--- config.mk ---
export PLATFORM = sky130hd
export DESIGN_NAME = virtio_mmio_register_block_core
export DESIGN_NICKNAME = d
export VERILOG_FILES = /design/src/rtl/core/vmr_pkg.sv /design/src/rtl/core/virtio_mmio_register_block_core.sv /design/src/rtl/core/vmr_queue_ram.sv /design/src/rtl/core/vmr_cfg.sv
export SDC_FILE = /design/constraint.sdc
export NUM_CORES = 2
export LEC_CHECK = 0
export ABC_AREA = 1
export BUFFER_PORTS_ARGS = -buffer_cell sky130_fd_sc_hd__buf_2
export CAP_MARGIN = 20
export CORE_UTILIZATION = 40
export CTS_CLUSTER_SIZE = 14
export DETAILED_ROUTE_END_ITERATION = 8
export PLACE_DENSITY_LB_ADDON = 0.3
export SLEW_MARGIN = 20
export SYNTH_ARGS = -nofsm -noshare
export SYNTH_HDL_FRONTEND = slang
export SYNTH_SLANG_ARGS = --single-unit
export TNS_END_PERCENT = 20
--- constraint.sdc ---
create_clock -name clk -period 16.7 [get_ports clk]
set_clock_uncertainty 0.15 [all_clocks]
set_input_delay 5.01 -clock clk [delete_from_list [all_inputs] [get_ports clk]]
set_output_delay 5.01 -clock clk [all_outputs]
set_load 0.05 [all_outputs]
--- src/rtl/core/vmr_pkg.sv ---
`timescale 1ns / 1ps
// ----------------------------------------------------------------------------
// vmr_pkg
// Shared types and constants of the virtio MMIO register block: register
// offsets, operation codes, configuration indexes and the queue entry layout.
// ----------------------------------------------------------------------------
package vmr_pkg;

  localparam int NUM_QUEUES           = 1;
  localparam int DRIVER_FEATURE_WORDS = 2;

  localparam int QIDX_W = (NUM_QUEUES > 1) ? $clog2(NUM_QUEUES) : 1;

  localparam logic [31:0] MAGIC_WORD   = 32'h7472_6976;
  localparam logic [31:0] VERSION_WORD = 32'd2;

  // Operation codes of an input beat.
  localparam logic [1:0] OP_READ  = 2'd0;
  localparam logic [1:0] OP_WRITE = 2'd1;
  localparam logic [1:0] OP_EVENT = 2'd2;

  // Register offsets in the device window.
  localparam logic [11:0] OFF_MAGIC         = 12'h000;
  localparam logic [11:0] OFF_VERSION       = 12'h004;
  localparam logic [11:0] OFF_DEVICE_ID     = 12'h008;
  localparam logic [11:0] OFF_VENDOR_ID     = 12'h00C;
  localparam logic [11:0] OFF_DEV_FEATURES  = 12'h010;
  localparam logic [11:0] OFF_DEV_FEAT_SEL  = 12'h014;
  localparam logic [11:0] OFF_DRV_FEATURES  = 12'h020;
  localparam logic [11:0] OFF_DRV_FEAT_SEL  = 12'h024;
  localparam logic [11:0] OFF_QUEUE_SEL     = 12'h030;
  localparam logic [11:0] OFF_QUEUE_NUM_MAX = 12'h034;
  localparam logic [11:0] OFF_QUEUE_NUM     = 12'h038;
  localparam logic [11:0] OFF_QUEUE_READY   = 12'h044;
  localparam logic [11:0] OFF_QUEUE_NOTIFY  = 12'h050;
  localparam logic [11:0] OFF_INT_STATUS    = 12'h060;
  localparam logic [11:0] OFF_INT_ACK       = 12'h064;
  localparam logic [11:0] OFF_STATUS        = 12'h070;
  localparam logic [11:0] OFF_DESC_LOW      = 12'h080;
  localparam logic [11:0] OFF_DESC_HIGH     = 12'h084;
  localparam logic [11:0] OFF_AVAIL_LOW     = 12'h090;
  localparam logic [11:0] OFF_AVAIL_HIGH    = 12'h094;
  localparam logic [11:0] OFF_USED_LOW      = 12'h0A0;
  localparam logic [11:0] OFF_USED_HIGH     = 12'h0A4;
  localparam logic [11:0] OFF_CAP_LOW       = 12'h100;
  localparam logic [11:0] OFF_CAP_HIGH      = 12'h104;

  // Configuration register indexes.
  localparam logic [2:0] CFG_DEVICE_KIND  = 3'd0;
  localparam logic [2:0] CFG_VENDOR_CODE  = 3'd1;
  localparam logic [2:0] CFG_FEATURES_LO  = 3'd2;
  localparam logic [2:0] CFG_FEATURES_HI  = 3'd3;
  localparam logic [2:0] CFG_QUEUE_LIMIT  = 3'd4;
  localparam logic [2:0] CFG_CAPACITY     = 3'd5;

  typedef struct packed {
    logic [31:0] device_kind;
    logic [31:0] vendor_code;
    logic [31:0] features_low_word;
    logic [31:0] features_high_word;
    logic [15:0] queue_size_limit;
    logic [63:0] disk_capacity;
  } cfg_regs_t;

  typedef struct packed {
    logic [63:0] used_address;
    logic [63:0] avail_address;
    logic [63:0] desc_address;
    logic [31:0] ready_flag;
    logic [31:0] ring_size;
  } queue_entry_t;

  localparam int ENTRY_W = $bits(queue_entry_t);

  typedef struct packed {
    logic        irq_pulse;
    logic [63:0] used_address;
    logic [63:0] available_address;
    logic [63:0] descriptor_address;
    logic [31:0] ring_entries;
    logic [3:0]  notify_queue;
    logic        notify;
    logic [31:0] read_data;
  } result_t;

endpackage

--- src/rtl/core/virtio_mmio_register_block_core.sv ---
`timescale 1ns / 1ps
// ----------------------------------------------------------------------------
// virtio_mmio_register_block_core
// Register file of a virtio MMIO block-device transport. Per-queue ring state
// lives in a synchronous RAM, read when a beat is taken and written back when
// the beat executes; the scalar registers are held in flops.
// The RAM read-modify-write keeps a new beat from being taken until the last
// one has executed. A result waiting on the output does not stop the next
// beat being taken.
// Reset (rst, synchronous) clears all state and the queue valid bits at once;
// a device status write of zero does the same, configuration is kept.
// ----------------------------------------------------------------------------
module virtio_mmio_register_block_core
  import vmr_pkg::*;
(
  input  logic         clk,
  input  logic         rst,
  // Input beats
  input  logic         s_tvalid,
  output logic         s_tready,
  input  logic [47:0]  s_tdata,   // offset[11:0], write_data[43:12], zero pad
  input  logic [2:0]   s_tuser,   // operation[1:0], word_access[2]
  // Result beats
  output logic         m_tvalid,
  input  logic         m_tready,
  output logic [263:0] m_tdata,   // read_data[31:0], notify_queue[35:32],
                                  // ring_entries[67:36],
                                  // descriptor_address[131:68],
                                  // available_address[195:132],
                                  // used_address[259:196], zero pad
  output logic [1:0]   m_tuser,   // notify[0], irq_pulse[1]
  // Configuration writes
  input  logic         cfg_valid,
  output logic         cfg_ready,
  input  logic [2:0]   cfg_index,
  input  logic [63:0]  cfg_data
);

  typedef enum logic [1:0] {
    S_IDLE = 2'b01,
    S_EXEC = 2'b10
  } state_t;

  state_t state;

  cfg_regs_t cfg;

  logic [1:0]  op;
  logic        word;
  logic [11:0] off;
  logic [31:0] wdata;

  logic [31:0] feature_select, feature_select_next;
  logic [31:0] driver_feature_select, driver_feature_select_next;
  logic [31:0] driver_feature_words [DRIVER_FEATURE_WORDS];
  logic [31:0] queue_select, queue_select_next;
  logic [31:0] interrupt_bits, interrupt_bits_next;
  logic [31:0] device_status, device_status_next;
  logic [NUM_QUEUES-1:0] queue_valid;

  logic              qok;
  logic [QIDX_W-1:0] ridx;
  logic              accept;
  logic              fire;
  logic              dev_reset;
  logic              drv_feat_we;
  logic              mem_we;
  logic [ENTRY_W-1:0] ram_rdata;
  queue_entry_t      entry;
  queue_entry_t      entry_next;
  result_t           res;
  result_t           res_q;
  logic              out_valid;

  vmr_cfg u_cfg (
    .clk       (clk),
    .rst       (rst),
    .cfg_valid (cfg_valid),
    .cfg_index (cfg_index),
    .cfg_data  (cfg_data),
    .regs      (cfg)
  );

  assign cfg_ready = 1'b1;

  assign qok  = (queue_select < 32'(NUM_QUEUES));
  assign ridx = qok ? queue_select[QIDX_W-1:0] : '0;

  assign s_tready = (state == S_IDLE);
  assign accept   = s_tvalid && s_tready;
  assign fire     = (state == S_EXEC) && (!out_valid || m_tready);

  vmr_queue_ram #(
    .WIDTH (ENTRY_W),
    .DEPTH (NUM_QUEUES)
  ) u_queue_ram (
    .clk   (clk),
    .we    (mem_we),
    .waddr (ridx),
    .wdata (entry_next),
    .re    (accept),
    .raddr (ridx),
    .rdata (ram_rdata)
  );

  // An entry not written since the last reset reads as zero.
  assign entry = queue_valid[ridx] ? queue_entry_t'(ram_rdata) : '0;

  always_ff @(posedge clk) begin
    if (accept) begin
      op    <= s_tuser[1:0];
      word  <= s_tuser[2];
      off   <= s_tdata[11:0];
      wdata <= s_tdata[43:12];
    end
  end

  always_comb begin
    feature_select_next        = feature_select;
    driver_feature_select_next = driver_feature_select;
    queue_select_next          = queue_select;
    interrupt_bits_next        = interrupt_bits;
    device_status_next         = device_status;
    entry_next                 = entry;
    drv_feat_we                = 1'b0;
    mem_we                     = 1'b0;
    dev_reset                  = 1'b0;
    res                        = '0;

    if (op == OP_READ && word) begin
      unique case (off)
        OFF_MAGIC:         res.read_data = MAGIC_WORD;
        OFF_VERSION:       res.read_data = VERSION_WORD;
        OFF_DEVICE_ID:     res.read_data = cfg.device_kind;
        OFF_VENDOR_ID:     res.read_data = cfg.vendor_code;
        OFF_DEV_FEATURES: begin
          if (feature_select == 32'd0) begin
            res.read_data = cfg.features_low_word;
          end else if (feature_select == 32'd1) begin
            res.read_data = cfg.features_high_word;
          end
        end
        OFF_QUEUE_NUM_MAX: res.read_data = qok ? 32'(cfg.queue_size_limit) : 32'd0;
        OFF_QUEUE_READY:   res.read_data = qok ? entry.ready_flag : 32'd0;
        OFF_INT_STATUS:    res.read_data = interrupt_bits;
        OFF_CAP_LOW:       res.read_data = cfg.disk_capacity[31:0];
        OFF_CAP_HIGH:      res.read_data = cfg.disk_capacity[63:32];
        default: ;
      endcase
    end else if (op == OP_WRITE && word) begin
      unique case (off)
        OFF_DEV_FEAT_SEL: feature_select_next = wdata;
        OFF_DRV_FEATURES: drv_feat_we = 1'b1;
        OFF_DRV_FEAT_SEL: driver_feature_select_next = wdata;
        OFF_QUEUE_SEL:    queue_select_next = wdata;
        OFF_QUEUE_NUM: begin
          entry_next.ring_size = wdata;
          mem_we = qok;
        end
        OFF_QUEUE_READY: begin
          entry_next.ready_flag = wdata;
          mem_we = qok;
        end
        OFF_QUEUE_NOTIFY: begin
          if (qok) begin
            res.notify             = 1'b1;
            res.notify_queue       = 4'(ridx);
            res.ring_entries       = entry.ring_size;
            res.descriptor_address = entry.desc_address;
            res.available_address  = entry.avail_address;
            res.used_address       = entry.used_address;
          end
        end
        OFF_INT_ACK: interrupt_bits_next = interrupt_bits & ~wdata;
        OFF_STATUS: begin
          if (wdata != 32'd0) begin
            device_status_next = wdata;
          end else begin
            dev_reset = 1'b1;
          end
        end
        OFF_DESC_LOW: begin
          entry_next.desc_address[31:0] = wdata;
          mem_we = qok;
        end
        OFF_DESC_HIGH: begin
          entry_next.desc_address[63:32] = wdata;
          mem_we = qok;
        end
        OFF_AVAIL_LOW: begin
          entry_next.avail_address[31:0] = wdata;
          mem_we = qok;
        end
        OFF_AVAIL_HIGH: begin
          entry_next.avail_address[63:32] = wdata;
          mem_we = qok;
        end
        OFF_USED_LOW: begin
          entry_next.used_address[31:0] = wdata;
          mem_we = qok;
        end
        OFF_USED_HIGH: begin
          entry_next.used_address[63:32] = wdata;
          mem_we = qok;
        end
        default: ;
      endcase
    end else if (op == OP_EVENT) begin
      interrupt_bits_next = interrupt_bits | 32'd1;
      res.irq_pulse       = 1'b1;
    end

    // Nothing is committed until the result has somewhere to go.
    if (!fire) begin
      mem_we      = 1'b0;
      drv_feat_we = 1'b0;
      dev_reset   = 1'b0;
    end
  end

  always_ff @(posedge clk) begin
    if (rst) begin
      state <= S_IDLE;
    end else begin
      unique case (state)
        S_IDLE: if (accept) state <= S_EXEC;
        S_EXEC: if (fire)   state <= S_IDLE;
        default:            state <= S_IDLE;
      endcase
    end
  end

  always_ff @(posedge clk) begin
    if (rst || dev_reset) begin
      feature_select        <= '0;
      driver_feature_select <= '0;
      queue_select          <= '0;
      interrupt_bits        <= '0;
      device_status         <= '0;
      queue_valid           <= '0;
      for (int i = 0; i < DRIVER_FEATURE_WORDS; i++) begin
        driver_feature_words[i] <= '0;
      end
    end else if (fire) begin
      feature_select        <= feature_select_next;
      driver_feature_select <= driver_feature_select_next;
      queue_select          <= queue_select_next;
      interrupt_bits        <= interrupt_bits_next;
      device_status         <= device_status_next;
      if (mem_we) begin
        queue_valid[ridx] <= 1'b1;
      end
      for (int i = 0; i < DRIVER_FEATURE_WORDS; i++) begin
        if (drv_feat_we && driver_feature_select == 32'(i)) begin
          driver_feature_words[i] <= wdata;
        end
      end
    end
  end

  always_ff @(posedge clk) begin
    if (rst) begin
      out_valid <= 1'b0;
    end else if (fire) begin
      out_valid <= 1'b1;
    end else if (m_tready) begin
      out_valid <= 1'b0;
    end
  end

  always_ff @(posedge clk) begin
    if (fire) begin
      res_q <= res;
    end
  end

  assign m_tvalid = out_valid;
  assign m_tdata  = {4'd0, res_q.used_address, res_q.available_address,
                     res_q.descriptor_address, res_q.ring_entries,
                     res_q.notify_queue, res_q.read_data};
  assign m_tuser  = {res_q.irq_pulse, res_q.notify};

  // A beat is followed by its execute state before the next is taken.
  a_one_in_flight: assert property (@(posedge clk) disable iff (rst)
    s_tvalid && s_tready |=> !s_tready)
    else $error("input taken while an item is still executing");

  // A notify result never carries read data.
  a_notify_no_read: assert property (@(posedge clk) disable iff (rst)
    m_tvalid && m_tuser[0] |-> m_tdata[31:0] == 32'd0)
    else $error("notify result with non-zero read data");

  // Notify and interrupt pulse come from different operations.
  a_notify_irq_excl: assert property (@(posedge clk) disable iff (rst)
    m_tvalid |-> !(m_tuser[0] && m_tuser[1]))
    else $error("notify and irq pulse in the same result");

  // A result is only produced after an execute cycle.
  a_result_source: assert property (@(posedge clk) disable iff (rst)
    $rose(m_tvalid) |-> $past(state == S_EXEC))
    else $error("result raised without an executed item");

endmodule

--- src/rtl/core/vmr_queue_ram.sv ---
`timescale 1ns / 1ps
// ----------------------------------------------------------------------------
// vmr_queue_ram
// Single-port-write, single-port-read synchronous RAM with a registered read
// port, holding the per-queue ring state.
// ----------------------------------------------------------------------------
module vmr_queue_ram #(
  parameter int WIDTH = 256,
  parameter int DEPTH = 1,
  parameter int AW    = (DEPTH > 1) ? $clog2(DEPTH) : 1
) (
  input  logic             clk,
  input  logic             we,
  input  logic [AW-1:0]    waddr,
  input  logic [WIDTH-1:0] wdata,
  input  logic             re,
  input  logic [AW-1:0]    raddr,
  output logic [WIDTH-1:0] rdata
);

  logic [WIDTH-1:0] mem [DEPTH];

  always_ff @(posedge clk) begin
    if (we) begin
      mem[waddr] <= wdata;
    end
  end

  always_ff @(posedge clk) begin
    if (re) begin
      rdata <= mem[raddr];
    end
  end

endmodule

--- src/rtl/core/vmr_cfg.sv ---
`timescale 1ns / 1ps
// ----------------------------------------------------------------------------
// vmr_cfg
// Configuration registers: identification words, offered features, queue
// size limit and disk capacity, written through the configuration channel.
// ----------------------------------------------------------------------------
module vmr_cfg
  import vmr_pkg::*;
(
  input  logic        clk,
  input  logic        rst,
  input  logic        cfg_valid,
  input  logic [2:0]  cfg_index,
  input  logic [63:0] cfg_data,
  output cfg_regs_t   regs
);

  always_ff @(posedge clk) begin
    if (rst) begin
      regs.device_kind        <= 32'd2;
      regs.vendor_code        <= 32'd0;
      regs.features_low_word  <= 32'd0;
      regs.features_high_word <= 32'd1;
      regs.queue_size_limit   <= 16'd128;
      regs.disk_capacity      <= 64'd2097152;
    end else if (cfg_valid) begin
      unique case (cfg_index)
        CFG_DEVICE_KIND: regs.device_kind        <= cfg_data[31:0];
        CFG_VENDOR_CODE: regs.vendor_code        <= cfg_data[31:0];
        CFG_FEATURES_LO: regs.features_low_word  <= cfg_data[31:0];
        CFG_FEATURES_HI: regs.features_high_word <= cfg_data[31:0];
        CFG_QUEUE_LIMIT: regs.queue_size_limit   <= cfg_data[15:0];
        CFG_CAPACITY:    regs.disk_capacity      <= cfg_data;
        default: ;
      endcase
    end
  end

endmodule

==> metrics.txt <==
final-report hold violation count 0; Top FF cell, synth edfxtp_1; Setup Total Neg Slack 0 ns; Clk Latency, worst-skew pair 0.71 ns; Via density 5.21; Slew Limit Headroom 21.1%; crit path from m_tready; vias 31808; post-synthesis simple-gate area fraction 19.0%; highest clock rate 117 MHz; antenna viol nets, final 0; commonest non-fill, non-tap cells in the layout nor2_1, edfxtp_1, nand2_1; maxcap violations 0; crit path DAT 8.76 ns; total gr overflow 0; CTS Buf Count 116; Overall Power 5890 µW; Pleak 0.0188 µW; drt first pass iters 6; n_diodes 0; layout cells sized above 1 15.1%; Avg Cell Area, Syn 10.5 µm²; GRT Total Usage 22.2%; Initial Util 40.5%; status completed; Top Metal Used met5; Remaining DRCs 0; Final setup viols 0; CP Data Required Time 16.88 ns; vias in the first global route 29168; Netlist cell types 32; Yosys warning total 0; pin count of the biggest net entering global routing 223; Final Core Density 46.8%; Pins Over Slew Limit 0; most common cell after layout, fill and taps aside nor2_1; 1st-iter DRT viols 3423; Syn Inst Count 4225; Layout area overhead 15.8%; Core Area 0.109 mm²; DP HPWL 77.3 mm; initial antenna violation count 4; Worst-Margin Slew 1.18 ns; final period utilization 51.4%; Adder-Cell Fraction of Synth Area 0%; Setup Buffers After CTS 0; fin cells 6100; GP Congestion 0.828; kind of critical path input pin to register; Routed WL 126 mm; met3 wire len 10.4 mm; worst reg2reg startpoint off[0]$_DFFE_PP_; Async SR Flop Fraction 0%; Resize count post-CTS 0; Clock transition at path regs 0.06 ns; Worst Hold Class register to register; CTS max path bufs 3; largest family of logic cells by synthesized area simple AND/OR/NAND/NOR gates; CTS Hold Bufs 0; die height 334 µm; Ports 392; Hold Path Origin u_queue_ram.mem[0][4]$_DFFE_PP_; PwrDens 115 mW/mm²; crit path time final 8.58 ns; first-pass GRT wire length 187 mm; post-synthesis mux area share 0%; VDD IR max 89.7 µV; fin area 0.0511 mm²; clock sinks 1126; routed length per instance 20.7 µm; post-synthesis sequential area ratio 69.6%; Buffers on Ports 379; Worst Setup End Kind register; die area 0.112 mm²; Netlist Area Pre-Place 0.0442 mm²; Die X 334 µm; FP Rows 121; compound-gate portion of the synthesized area 7.03%; routed length on met2 56.9 mm; Nets 4643; CTS H-tree depth 3; placed cell areas 0.0472 mm²; CTS root buf clkbuf_16; crit path launch type input pin; # placed instances 5877; CTS tree yes; Synth Area in XOR/XNOR 0%; CP Max Fanout 135; FF+latch count, synth 1126; Post-synth EDFFs 818; setup repair after global routing missed its margin false; metal1 wirelength 56.2 mm
[Yosys cell counts, types with 8 or more instances]
cell	instances	area, µm²
o21ai_0	435	2180
a21oi_2	19	166
nand2_1	771	2890
buf_1	13	48.8
inv_1	153	574
a21oi_1	149	746
buf_6	8	90.1
nor2_1	893	3350
buf_2	78	390
nand4_1	81	507
inv_2	11	41.3
buf_4	27	203
nand3_1	267	1340
edfxtp_1	818	24600
clkbuf_1	150	563
dfxtp_1	308	6170
nand2_2	8	50.1
[state kept, by name, indices dropped and copies added, names as in the netlist, 12 cells and up]
| name | count |
|---|---|
| interrupt_bits | 32 |
| queue_select | 32 |
| wdata | 32 |
| u_queue_ram.mem | 256 |
| u_queue_ram.rdata | 256 |
| off | 12 |
| feature_select | 32 |
| m_tdata | 257 |
| u_cfg.regs | 208 |
[cells by family after synthesis]
family | count (synthesis)
AND/OR/NAND/NOR | 2048
flip-flops | 1126
AO/OA/AOI/OAI | 605
buffers and inverters | 444
other | 2
[stage by stage]
step,setup slack (ns),hold slack [ns]
floorplan,3.65,0.250
global placement,7.22,0.250
detailed placement,7.20,0.255
CTS,7.95,0.233
global route,7.76,0.229
finish,8.12,0.227
[per-layer routing]
layer	vias to the layer above	global-route usage, %
met3	160	3.52
met1	15344	32.9
met4	6	5.65
met5	-	0
met2	1401	33.9
li1	14897	-
[path summary, 6_finish.rpt]
kind	to	cells past startpoint	slack [ns]
max	u_queue_ram.mem[0][182]$_DFFE_PP_	8	8.12
min	u_queue_ram.rdata[4]$_DFFE_PP_	0	0.23
max reg2reg	u_queue_ram.mem[0][182]$_DFFE_PP_	12	11.69
min reg2reg	u_queue_ram.rdata[4]$_DFFE_PP_	0	0.23
[power by group]
part / internal [µW] / switching (µW) / total (µW)
clock: 1490 / 1130 / 2620
sequential: 3040 / 30.1 / 3070
combinational: 37.3 / 168 / 205
total: 4570 / 1320 / 5890
[worst max-delay path, stage by stage]
cell and delay [ns]:
buf_2 0.08, nor2_1 0.11, nor3_4 0.17, buf_4 0.59, nand3_1 0.35, inv_8 0.69, buf_4 0.85, buf_4 0.82
[cell type report]
type                    instances  area, µm²
clock buffers                 157       3210
clock inverters                65        666
fillers                     10073      58000
inverters                     166        636
multi-input cells            2662      11600
flip-flops and latches       1126      30700
well taps                    1476       1850
repair buffers                448       2460
Note: power is estimated with default switching activity, not from simulation.
